===== src/rtl/core/tbrc_pkg.sv =====
// Types, codes and constants shared by the trace buffer ring controller.
// No dependencies.
`default_nettype none

package tbrc_pkg;

    localparam int DEF_MAX_BUFFERS        = 16;
    localparam int DEF_TIMED_HEADER_BYTES = 12;
    localparam int UNTIMED_HEADER_BYTES   = 4;

    // width for ring lengths and pointer compares, holds values up to 511
    localparam int CNT_W = 9;

    localparam int CFG_IDX_W  = 3;
    localparam int CFG_DATA_W = 16;

    localparam logic [CFG_IDX_W-1:0] CFG_TRACE_ENABLE   = 3'd0;
    localparam logic [CFG_IDX_W-1:0] CFG_NO_TIMES       = 3'd1;
    localparam logic [CFG_IDX_W-1:0] CFG_NO_BUF         = 3'd2;
    localparam logic [CFG_IDX_W-1:0] CFG_BUFFER_BYTES   = 3'd3;
    localparam logic [CFG_IDX_W-1:0] CFG_BUFFERS_IN_USE = 3'd4;

    localparam logic [15:0] RESET_BUFFER_BYTES   = 16'd4096;
    localparam logic [4:0]  RESET_BUFFERS_IN_USE = 5'd16;

    localparam int IN_TDATA_W  = 32;
    localparam int IN_TUSER_W  = 2;
    localparam int OUT_TDATA_W = 168;
    localparam int OUT_TUSER_W = 3;

    typedef enum logic [1:0] {
        OP_INSERT     = 2'd0,
        OP_DUMP       = 2'd1,
        OP_DUMP_FORCE = 2'd2,
        OP_RESET      = 2'd3
    } t_opcode;

    typedef enum logic [2:0] {
        ST_STORED       = 3'd0,
        ST_LOST_BLOCKED = 3'd1,
        ST_LOST_BIG     = 3'd2,
        ST_IGNORED      = 3'd3,
        ST_DUMPED       = 3'd4,
        ST_FORCED       = 3'd5,
        ST_NONE_READY   = 3'd6
    } t_status;

    typedef struct packed {
        logic        trace_enable;
        logic        no_times;
        logic        no_buf;
        logic [15:0] buffer_bytes;
        logic [4:0]  buffers_in_use;
    } t_cfg;

    typedef struct packed {
        t_opcode     opcode;
        logic [15:0] record_bytes;
        logic [15:0] record_flags;
    } t_item;

    typedef struct packed {
        t_status     status;
        logic [3:0]  buffer_index;
        logic [15:0] write_offset;
        logic [31:0] header_word;
        logic [4:0]  header_bytes_used;
        logic        flushed;
        logic [15:0] dump_bytes;
        logic [13:0] dump_records;
        logic [15:0] dump_lost;
        logic [31:0] total_records;
        logic [31:0] total_lost;
    } t_result;

endpackage

`default_nettype wire


===== src/rtl/core/trace_buffer_ring_controller.sv =====
// Trace buffer ring controller: places trace records into a ring of buffers and
// hands out filled buffers on dump. One word per cycle sustained while the receiver
// keeps up; a word waits in the input register while the core decides it, and when it
// is taken the ring pointers, counters and per-buffer tables update and the result
// register loads at the same edge. The input stalls only while both registers hold
// words and the receiver holds off. The state update in the core sets the rate.
// Depends on tbrc_pkg and the tbrc_* submodules.
`default_nettype none

module trace_buffer_ring_controller
    import tbrc_pkg::*;
#(
    parameter int MAX_BUFFERS        = DEF_MAX_BUFFERS,
    parameter int TIMED_HEADER_BYTES = DEF_TIMED_HEADER_BYTES
) (
    input  wire logic                   i_clk,
    input  wire logic                   i_rst_n,
    input  wire logic                   i_cfg_we,
    input  wire logic [CFG_IDX_W-1:0]   i_cfg_idx,
    input  wire logic [CFG_DATA_W-1:0]  i_cfg_data,
    input  wire logic                   s_axis_tvalid,
    output logic                        s_axis_tready,
    // record_bytes[15:0], record_flags[31:16]
    input  wire logic [IN_TDATA_W-1:0]  s_axis_tdata,
    // opcode[1:0]
    input  wire logic [IN_TUSER_W-1:0]  s_axis_tuser,
    output logic                        m_axis_tvalid,
    input  wire logic                   m_axis_tready,
    // buffer_index[3:0], write_offset[19:4], header_word[51:20],
    // header_bytes_used[56:52], flushed[57], dump_bytes[73:58],
    // dump_records[87:74], dump_lost[103:88], total_records[135:104],
    // total_lost[167:136]
    output logic [OUT_TDATA_W-1:0]      m_axis_tdata,
    // status[2:0]
    output logic [OUT_TUSER_W-1:0]      m_axis_tuser
);

    t_cfg    w_cfg;
    t_item   w_item;
    t_result w_result;
    logic    w_in_valid;
    logic    w_out_ready;
    logic    w_fire;

    assign w_fire = w_in_valid && w_out_ready;

    tbrc_cfg_regs u_cfg (
        .i_clk      (i_clk),
        .i_rst_n    (i_rst_n),
        .i_cfg_we   (i_cfg_we),
        .i_cfg_idx  (i_cfg_idx),
        .i_cfg_data (i_cfg_data),
        .o_cfg      (w_cfg)
    );

    tbrc_in_stage u_in (
        .i_clk    (i_clk),
        .i_rst_n  (i_rst_n),
        .i_tvalid (s_axis_tvalid),
        .o_tready (s_axis_tready),
        .i_tdata  (s_axis_tdata),
        .i_tuser  (s_axis_tuser),
        .i_take   (w_fire),
        .o_valid  (w_in_valid),
        .o_item   (w_item)
    );

    tbrc_core #(
        .MAX_BUFFERS        (MAX_BUFFERS),
        .TIMED_HEADER_BYTES (TIMED_HEADER_BYTES)
    ) u_core (
        .i_clk    (i_clk),
        .i_rst_n  (i_rst_n),
        .i_cfg    (w_cfg),
        .i_fire   (w_fire),
        .i_item   (w_item),
        .o_result (w_result)
    );

    tbrc_out_stage u_out (
        .i_clk    (i_clk),
        .i_rst_n  (i_rst_n),
        .i_fire   (w_fire),
        .i_result (w_result),
        .o_ready  (w_out_ready),
        .o_tvalid (m_axis_tvalid),
        .i_tready (m_axis_tready),
        .o_tdata  (m_axis_tdata),
        .o_tuser  (m_axis_tuser)
    );

`ifndef SYNTHESIS
    a_ready_when_out_empty: assert property (@(posedge i_clk) disable iff (!i_rst_n)
        !m_axis_tvalid |-> s_axis_tready)
        else $error("input stalled with empty result register");

    a_fire_loads_result: assert property (@(posedge i_clk) disable iff (!i_rst_n)
        w_fire |=> m_axis_tvalid)
        else $error("decided word did not reach the result register");

    a_stored_header_len: assert property (@(posedge i_clk) disable iff (!i_rst_n)
        w_fire && (w_result.status == ST_STORED) |->
            (w_result.header_bytes_used == 5'(UNTIMED_HEADER_BYTES)) ||
            (w_result.header_bytes_used == 5'(TIMED_HEADER_BYTES)))
        else $error("stored record with bad header length");

    a_flush_status: assert property (@(posedge i_clk) disable iff (!i_rst_n)
        w_fire && w_result.flushed |->
            (w_result.status == ST_STORED) || (w_result.status == ST_LOST_BLOCKED) ||
            (w_result.status == ST_FORCED))
        else $error("buffer closed on a word that cannot close one");
`endif

endmodule

`default_nettype wire


===== src/rtl/core/tbrc_cfg_regs.sv =====
// Configuration registers of the trace buffer ring controller.
// Depends on tbrc_pkg.
`default_nettype none

module tbrc_cfg_regs
    import tbrc_pkg::*;
(
    input  wire logic                  i_clk,
    input  wire logic                  i_rst_n,
    input  wire logic                  i_cfg_we,
    input  wire logic [CFG_IDX_W-1:0]  i_cfg_idx,
    input  wire logic [CFG_DATA_W-1:0] i_cfg_data,
    output t_cfg                       o_cfg
);

    t_cfg r_cfg;

    always_ff @(posedge i_clk) begin
        if (!i_rst_n) begin
            r_cfg.trace_enable   <= 1'b0;
            r_cfg.no_times       <= 1'b0;
            r_cfg.no_buf         <= 1'b0;
            r_cfg.buffer_bytes   <= RESET_BUFFER_BYTES;
            r_cfg.buffers_in_use <= RESET_BUFFERS_IN_USE;
        end else if (i_cfg_we) begin
            case (i_cfg_idx)
                CFG_TRACE_ENABLE:   r_cfg.trace_enable   <= i_cfg_data[0];
                CFG_NO_TIMES:       r_cfg.no_times       <= i_cfg_data[0];
                CFG_NO_BUF:         r_cfg.no_buf         <= i_cfg_data[0];
                CFG_BUFFER_BYTES:   r_cfg.buffer_bytes   <= i_cfg_data[15:0];
                CFG_BUFFERS_IN_USE: r_cfg.buffers_in_use <= i_cfg_data[4:0];
                default: ;
            endcase
        end
    end

    assign o_cfg = r_cfg;

endmodule

`default_nettype wire


===== src/rtl/core/tbrc_in_stage.sv =====
// Input register of the trace buffer ring controller: unpacks and holds one word.
// Depends on tbrc_pkg.
`default_nettype none

module tbrc_in_stage
    import tbrc_pkg::*;
(
    input  wire logic                  i_clk,
    input  wire logic                  i_rst_n,
    input  wire logic                  i_tvalid,
    output logic                       o_tready,
    input  wire logic [IN_TDATA_W-1:0] i_tdata,
    input  wire logic [IN_TUSER_W-1:0] i_tuser,
    input  wire logic                  i_take,
    output logic                       o_valid,
    output t_item                      o_item
);

    logic  r_valid;
    t_item r_item;

    assign o_tready = !r_valid || i_take;

    always_ff @(posedge i_clk) begin
        if (!i_rst_n) begin
            r_valid <= 1'b0;
        end else if (i_tvalid && o_tready) begin
            r_valid <= 1'b1;
        end else if (i_take) begin
            r_valid <= 1'b0;
        end
    end

    always_ff @(posedge i_clk) begin
        if (i_tvalid && o_tready) begin
            r_item.opcode       <= t_opcode'(i_tuser);
            r_item.record_bytes <= i_tdata[15:0];
            r_item.record_flags <= i_tdata[31:16];
        end
    end

    assign o_valid = r_valid;
    assign o_item  = r_item;

endmodule

`default_nettype wire


===== src/rtl/core/tbrc_core.sv =====
// Ring state and per-word decision logic of the trace buffer ring controller.
// Depends on tbrc_pkg.
`default_nettype none

module tbrc_core
    import tbrc_pkg::*;
#(
    parameter int MAX_BUFFERS        = DEF_MAX_BUFFERS,
    parameter int TIMED_HEADER_BYTES = DEF_TIMED_HEADER_BYTES
) (
    input  wire logic  i_clk,
    input  wire logic  i_rst_n,
    input  wire t_cfg  i_cfg,
    input  wire logic  i_fire,
    input  wire t_item i_item,
    output t_result    o_result
);

    localparam int                PW      = $clog2(MAX_BUFFERS);
    localparam logic [CNT_W-1:0]  MAX_LEN = CNT_W'(MAX_BUFFERS);
    localparam logic [16:0]       THB     = 17'(TIMED_HEADER_BYTES);
    localparam logic [4:0]        HB_T    = 5'(TIMED_HEADER_BYTES);
    localparam logic [4:0]        HB_U    = 5'(UNTIMED_HEADER_BYTES);

    logic [PW-1:0] r_oldest,    n_oldest;
    logic [PW-1:0] r_filling,   n_filling;
    logic [15:0]   r_fill_off,  n_fill_off;
    logic          r_blocked,   n_blocked;
    logic [15:0]   r_lost_pend, n_lost_pend;
    logic [31:0]   r_offered,   n_offered;
    logic [31:0]   r_lost,      n_lost;
    logic [15:0]   r_size [MAX_BUFFERS];
    logic [15:0]   n_size [MAX_BUFFERS];
    logic [13:0]   r_recs [MAX_BUFFERS];
    logic [13:0]   n_recs [MAX_BUFFERS];
    logic [15:0]   r_blost [MAX_BUFFERS];
    logic [15:0]   n_blost [MAX_BUFFERS];

    logic [CNT_W-1:0] w_len;
    logic [16:0]      w_size;
    logic [16:0]      w_need;
    logic [17:0]      w_room;
    logic [PW-1:0]    w_next_fill;
    logic [PW-1:0]    w_next_old;
    logic             w_ready;

    logic [PW-1:0]    v_fill;
    logic [15:0]      v_off;
    logic             v_blk;
    logic [13:0]      v_recs;
    logic [4:0]       v_hb;
    logic [15:0]      v_off_b;
    logic [PW-1:0]    v_next_b;
    t_result          v_res;

    function automatic logic [PW-1:0] next_ptr(input logic [PW-1:0] p,
                                              input logic [CNT_W-1:0] len);
        logic [CNT_W-1:0] p1;
        p1 = CNT_W'(p) + CNT_W'(1);
        return (p1 >= len) ? '0 : PW'(p1);
    endfunction

    always_comb begin
        if (i_cfg.buffers_in_use == '0) begin
            w_len = CNT_W'(1);
        end else if (CNT_W'(i_cfg.buffers_in_use) > MAX_LEN) begin
            w_len = MAX_LEN;
        end else begin
            w_len = CNT_W'(i_cfg.buffers_in_use);
        end
    end

    assign w_size      = (17'(i_item.record_bytes) + 17'd3) & ~17'd3;
    assign w_need      = w_size + THB;
    assign w_room      = 18'(r_fill_off) + 18'(w_need);
    assign w_next_fill = next_ptr(r_filling, w_len);
    assign w_next_old  = next_ptr(r_oldest, w_len);
    assign w_ready     = r_blocked || (r_oldest != r_filling);

    always_comb begin
        n_oldest    = r_oldest;
        n_filling   = r_filling;
        n_fill_off  = r_fill_off;
        n_blocked   = r_blocked;
        n_lost_pend = r_lost_pend;
        n_offered   = r_offered;
        n_lost      = r_lost;
        n_size      = r_size;
        n_recs      = r_recs;
        n_blost     = r_blost;
        v_fill      = r_filling;
        v_off       = r_fill_off;
        v_blk       = r_blocked;
        v_recs      = r_recs[r_filling];
        v_hb        = '0;
        v_off_b     = '0;
        v_next_b    = '0;
        v_res        = '0;
        v_res.status = ST_IGNORED;

        case (i_item.opcode)
            OP_INSERT: begin
                v_res.buffer_index = 4'(r_filling);
                if (i_cfg.trace_enable) begin
                    if (r_offered != '1) n_offered = r_offered + 32'd1;
                    if (w_need > 17'(i_cfg.buffer_bytes)) begin
                        if (r_lost != '1) n_lost = r_lost + 32'd1;
                        if (r_lost_pend != '1) n_lost_pend = r_lost_pend + 16'd1;
                        v_res.status = ST_LOST_BIG;
                    end else begin
                        if (!r_blocked && (w_room > 18'(i_cfg.buffer_bytes))) begin
                            n_size[r_filling] = r_fill_off;
                            v_fill            = w_next_fill;
                            v_off             = '0;
                            v_blk             = (w_next_fill == r_oldest);
                            v_recs            = r_recs[w_next_fill];
                            v_res.flushed     = 1'b1;
                        end
                        v_res.buffer_index = 4'(v_fill);
                        n_filling          = v_fill;
                        n_fill_off         = v_off;
                        n_blocked          = v_blk;
                        if (v_blk) begin
                            if (r_lost != '1) n_lost = r_lost + 32'd1;
                            if (r_lost_pend != '1) n_lost_pend = r_lost_pend + 16'd1;
                            v_res.status = ST_LOST_BLOCKED;
                        end else begin
                            v_hb    = i_cfg.no_times ? HB_U : HB_T;
                            v_off_b = 16'(18'(v_off) + 18'(w_size) + 18'(v_hb));
                            v_res.header_bytes_used = v_hb;
                            v_res.write_offset      = v_off;
                            v_res.header_word       = 32'(w_size + 17'(v_hb))
                                                    | {i_item.record_flags, 16'h0000};
                            if (v_recs != '1) n_recs[v_fill] = v_recs + 14'd1;
                            n_fill_off   = v_off_b;
                            v_res.status = ST_STORED;
                            if (i_cfg.no_buf) begin
                                v_next_b       = next_ptr(v_fill, w_len);
                                n_size[v_fill] = v_off_b;
                                n_filling      = v_next_b;
                                n_fill_off     = '0;
                                n_blocked      = (v_next_b == r_oldest);
                                v_res.flushed  = 1'b1;
                            end
                        end
                    end
                end
            end
            OP_DUMP, OP_DUMP_FORCE: begin
                if (!w_ready && (i_item.opcode == OP_DUMP)) begin
                    v_res.status = ST_NONE_READY;
                end else begin
                    v_res.status     = ST_DUMPED;
                    v_res.dump_bytes = r_size[r_oldest];
                    if (!w_ready) begin
                        n_size[r_filling] = r_fill_off;
                        n_fill_off        = '0;
                        n_filling         = w_next_fill;
                        v_res.flushed     = 1'b1;
                        v_res.status      = ST_FORCED;
                        v_res.dump_bytes  = r_fill_off;
                    end
                    v_res.buffer_index = 4'(r_oldest);
                    v_res.dump_records = r_recs[r_oldest];
                    v_res.dump_lost    = r_blost[r_oldest];
                    n_recs[r_oldest]   = '0;
                    n_blost[r_oldest]  = '0;
                    if (r_blocked) begin
                        n_blocked          = 1'b0;
                        n_blost[r_filling] = r_lost_pend;
                    end
                    n_lost_pend = '0;
                    n_oldest    = w_next_old;
                end
            end
            OP_RESET: begin
                n_oldest   = '0;
                n_filling  = '0;
                n_fill_off = '0;
                n_blocked  = 1'b0;
                n_offered  = '0;
                n_lost     = '0;
                for (int i = 0; i < MAX_BUFFERS; i++) begin
                    n_size[i]  = '0;
                    n_recs[i]  = '0;
                    n_blost[i] = '0;
                end
            end
            default: ;
        endcase

        v_res.total_records = n_offered;
        v_res.total_lost    = n_lost;
    end

    always_ff @(posedge i_clk) begin
        if (!i_rst_n) begin
            r_oldest    <= '0;
            r_filling   <= '0;
            r_fill_off  <= '0;
            r_blocked   <= 1'b0;
            r_lost_pend <= '0;
            r_offered   <= '0;
            r_lost      <= '0;
            for (int i = 0; i < MAX_BUFFERS; i++) begin
                r_size[i]  <= '0;
                r_recs[i]  <= '0;
                r_blost[i] <= '0;
            end
        end else if (i_fire) begin
            r_oldest    <= n_oldest;
            r_filling   <= n_filling;
            r_fill_off  <= n_fill_off;
            r_blocked   <= n_blocked;
            r_lost_pend <= n_lost_pend;
            r_offered   <= n_offered;
            r_lost      <= n_lost;
            r_size      <= n_size;
            r_recs      <= n_recs;
            r_blost     <= n_blost;
        end
    end

    assign o_result = v_res;

endmodule

`default_nettype wire


===== src/rtl/core/tbrc_out_stage.sv =====
// Result register of the trace buffer ring controller: holds and packs one word.
// Depends on tbrc_pkg.
`default_nettype none

module tbrc_out_stage
    import tbrc_pkg::*;
(
    input  wire logic                   i_clk,
    input  wire logic                   i_rst_n,
    input  wire logic                   i_fire,
    input  wire t_result                i_result,
    output logic                        o_ready,
    output logic                        o_tvalid,
    input  wire logic                   i_tready,
    output logic [OUT_TDATA_W-1:0]      o_tdata,
    output logic [OUT_TUSER_W-1:0]      o_tuser
);

    logic    r_valid;
    t_result r_result;

    assign o_ready = !r_valid || i_tready;

    always_ff @(posedge i_clk) begin
        if (!i_rst_n) begin
            r_valid <= 1'b0;
        end else if (i_fire) begin
            r_valid <= 1'b1;
        end else if (i_tready) begin
            r_valid <= 1'b0;
        end
    end

    always_ff @(posedge i_clk) begin
        if (i_fire) begin
            r_result <= i_result;
        end
    end

    assign o_tvalid = r_valid;
    assign o_tuser  = r_result.status;
    assign o_tdata  = {r_result.total_lost,
                       r_result.total_records,
                       r_result.dump_lost,
                       r_result.dump_records,
                       r_result.dump_bytes,
                       r_result.flushed,
                       r_result.header_bytes_used,
                       r_result.header_word,
                       r_result.write_offset,
                       r_result.buffer_index};

endmodule

`default_nettype wire


===== config.mk =====
export PLATFORM = sky130hd
export DESIGN_NAME = trace_buffer_ring_controller
export DESIGN_NICKNAME = d
export VERILOG_FILES = /design/src/rtl/core/tbrc_pkg.sv /design/src/rtl/core/trace_buffer_ring_controller.sv /design/src/rtl/core/tbrc_cfg_regs.sv /design/src/rtl/core/tbrc_in_stage.sv /design/src/rtl/core/tbrc_core.sv /design/src/rtl/core/tbrc_out_stage.sv
export SDC_FILE = /design/constraint.sdc
export NUM_CORES = 2
export LEC_CHECK = 0
export BUFFER_PORTS_ARGS = -buffer_cell sky130_fd_sc_hd__buf_2
export CELL_PAD_IN_SITES_DETAIL_PLACEMENT = 1
export CELL_PAD_IN_SITES_GLOBAL_PLACEMENT = 2
export CORE_MARGIN = 4
export CORE_UTILIZATION = 36
export CTS_BUF_LIST = sky130_fd_sc_hd__clkbuf_16
export CTS_CLUSTER_SIZE = 16
export DETAILED_ROUTE_END_ITERATION = 8
export MAX_ROUTING_LAYER = met4
export PLACE_DENSITY = 0.75
export RECOVER_POWER = 50
export SLEW_MARGIN = 30
export SYNTH_ARGS = -nofsm -noshare
export SYNTH_HDL_FRONTEND = slang
export SYNTH_SLANG_ARGS = --single-unit

===== constraint.sdc =====
create_clock -name i_clk -period 8.7 [get_ports i_clk]
set_input_delay 0 -clock i_clk [delete_from_list [all_inputs] [get_ports i_clk]]
set_output_delay 0 -clock i_clk [all_outputs]
set_load 0.1 [all_outputs]

==> results_dict.tcl <==
set metrics [dict create \
    rr_worst_depth 34 \
    gr-usage-met3_pct 6.04 \
    grt_pass1_vias 56388 \
    endpoint_kind "flop" \
    drt-total-wl_um 266000 \
    numCtsBuffers 133 \
    synth-seq-area-share_pct 39.6 \
    initial_core_util_pct 36.2 \
    leakagePower_nw 23.2 \
    io_pins 231 \
    placementRows 148 \
    cts_tree "yes" \
    synthesis.instances 6414 \
    tightest_slew_ps 3800 \
    clk_latency_ps 800 \
    drc 0 \
    cp_slowest_stage_delay_ps 490 \
    drv_slew 456 \
    top_usage_layer "met2" \
    gp_congestion 0.948 \
    grt_overflow 0 \
    die_area_um2 171000 \
    grt_util_met2_pct 48.6 \
    synth_top_cell_by_area "dfxtp_1" \
    clkTransAtPathRegs_ps 60 \
    avgSynthCellArea_um2 9.21 \
    grt.total_usage_pct 31.2 \
    ff2ff_setup_slack_ps 470 \
    ctsHtreeMaxLevel 4 \
    drt-wirelength-per-cell_um 30.1 \
    setup_slack_ps 474 \
    netlist.area_leader.share_pct 29.4 \
    fmax_mhz 122 \
    synth_area_leaders "dfxtp_1 (29%), mux4_2 (11%), edfxtp_1 (10%)" \
    status "finished, violations left" \
    required_ps 9400 \
    synth-seq-cells 1067 \
    violations "capacitance limit, slew limit" \
    crit_top_cell "ha_1" \
    io_buffer_count 225 \
    grt_max_degree 103 \
    timing.rr.end "u_core.r_size[184]" \
    floorplan.core_area_um2 163000 \
    max-cap-violations 12 \
    ant_nets 0 \
    synth-compound-area-share_pct 22.1 \
    clockBufferDepth 3 \
    synthArstFlopShare_pct 0 \
    antenna_found_initial 13 \
    crit_path_start_kind "flop" \
    hold_viol_final 0 \
    hold_path_depth 4 \
    fin_crit_sh_pct 94.6 \
    drtIter0Drc 6049 \
    cpMaxStageDelayCell "nand2_1" \
    timing.rr.start "u_in.o_item[17]" \
    setup_viol 0 \
    cp_max_fo 24 \
    synth_top_family_by_area "compound AO/OA/AOI/OAI gates" \
    rsz0062_at_grt "false" \
    dp_cells 8478 \
    period_needed_ps 8230 \
    ir_drop_v 0.000210 \
    hp-start "i_cfg_data[7]" \
    cts_setup_buffers 0 \
    hpwl_um 177000 \
    yosysUniqueCellTypes 114 \
    synthSimpleGateAreaFrac_pct 14.8 \
    drive_above_1_share_pct 14.1 \
    instances_no_fill 8833 \
    synth_edf_count 200 \
    hold_end "u_cfg.o_cfg[12]" \
    powerDensity_nw_per_um2 187 \
    cts-root-buf "clkbuf_16" \
    vias 56244 \
    finalNetCount 6711 \
    fin_tns_setup_ps 0 \
    synth_warnings 0 \
    synth_fa_ha_area_share_pct 2.35 \
    pre_cts_slack_ps 188 \
    path_class "reg -> reg" \
    fin_skew_ps 19.7 \
    cts_sinks 1067 \
    die_x_um 413 \
    max_slew_margin_pct -153 \
    die_h_um 413 \
    synth_flop_cell "dfxtp_1" \
    n_fill_cell 18550 \
    area_delta_synth_final_pct 14.9 \
    via_per_inst 6.37 \
    dr.pass1.iters 7 \
    hold_path.class "in -> reg" \
    muxShareOfSynthArea_pct 13.9 \
    use_met1_pct 40.3 \
    grt_pass1_wl_um 389000 \
    synthXorXnorAreaFrac_pct 2.44 \
    critPathArrivalTime_ps 8920 \
    syn_area_um2 59100 \
]
layout make-up:
| type | count | area, um2 | share of cell area [%] |
|---|---|---|---|
| diodes | 9 | 22.5 | 0.0332 |
| flip-flops and latches | 1067 | 23400 | 34.5 |
| inverters | 100 | 395 | 0.583 |
| multi-input cells | 4671 | 33300 | 49.1 |
| clock inverters | 105 | 898 | 1.32 |
| well taps | 2175 | 2720 | 4.01 |
| repair buffers | 571 | 3760 | 5.54 |
| clock buffers | 135 | 3380 | 4.98 |
power breakdown:
| group | internal (mW) | switching, mW |
|---|---|---|
| logic | 0.468 | 1.50 |
| clock network | 3.17 | 2.40 |
| registers | 5.10 | 0.0581 |
layer usage:
layer	vias up	share of wire (%)
met5	-	0
met4	0	4.0
met3	604	8.3
met2	2636	46
met1	28826	42
li1	24178	-
timing repair:
action | in CTS | in global routing
hold endpoints to repair | 122 | 0
resized for setup | 0 | 18
hold buffers | 104 | 0
setup endpoints to repair | 0 | 405
critical path: cells and delay by family, from the launching register on:
| family | cells | cell delay [ps] |
|---|---|---|
| fa+ha+maj | 4 | 1350 |
| xor+xnor | 3 | 480 |
| buf+inv | 5 | 1110 |
| flops | 1 | 460 |
| compound gates | 12 | 2550 |
| simple gates | 10 | 2100 |
cells by family (layout without fill, tap and decap cells):
logic type	Yosys count	in the layout
and+or+nand+nor	1993	1993
AOI/OAI and AO/OA	1961	1961
DFF	1067	1067
buffers and inverters	680	911
muxes	440	440
xor gates and xnor gates	163	163
adders and majority gates	109	109
other	1	14
Yosys cell counts, drive strengths merged (80+ instances only):
cell type,count
a21oi,438
a22o,115
a22oi,225
a31oi,83
and2,91
buf,168
clkbuf,412
dfxtp,867
edfxtp,200
ha,106
inv,96
mux2i,119
mux4,300
nand2,755
nand3,189
nor2,671
o211ai,80
o21ai,519
xnor2,107
per-stage QoR:
step	utilization, %	area [um2]	hold WS [ps]	power [mW]
after floorplan	-	59100	98.9	6.44
after global placement	38.4	62500	178	7.12
after detailed placement	38.5	62700	178	7.14
after CTS	41.7	68000	8.43	12.7
after global routing	41.6	67800	48.7	13.1
final	41.6	67800	49.9	12.7
cells in the final DEF, fill, tap and decap left out, types with 50 or more instances in the layout:
cell	n
nand2_1	746
and2_1	63
buf_2	53
nor2_1	646
and3_1	63
clkbuf_1	191
dfxtp_1	861
o21ai_0	493
a22oi_1	225
a31oi_1	82
o211ai_1	78
mux4_2	300
a21oi_1	426
nand3_1	187
clkbuf_16	135
a32oi_1	50
xnor2_1	101
inv_1	123
dlygate4sd3_1	104
ha_1	106
nor3_1	66
edfxtp_1	200
buf_4	214
mux2i_1	119
a22o_1	115
how the worst max path moves through the flow:
| stage | from | endpoint | slack (ps) | cells past startpoint |
|---|---|---|---|---|
| 6_report | u_in.o_item[17] | u_core.r_size[184] | 470 | 34 |
| 5_1_grt | u_in.o_item[17] | u_core.r_filling[3] | 20 | 39 |
| 4_1_cts | u_in.o_item[17] | u_core.r_size[127] | 130 | 41 |
| 3_5_place_dp | u_in.o_item[17] | u_core.r_size[127] | 190 | 41 |
| 3_3_place_gp | u_in.o_item[17] | u_core.r_size[175] | 260 | 41 |
| 2_1_floorplan | u_in.o_item[18] | u_core.r_size[143] | 290 | 42 |
(Power assumes the default switching activity.)
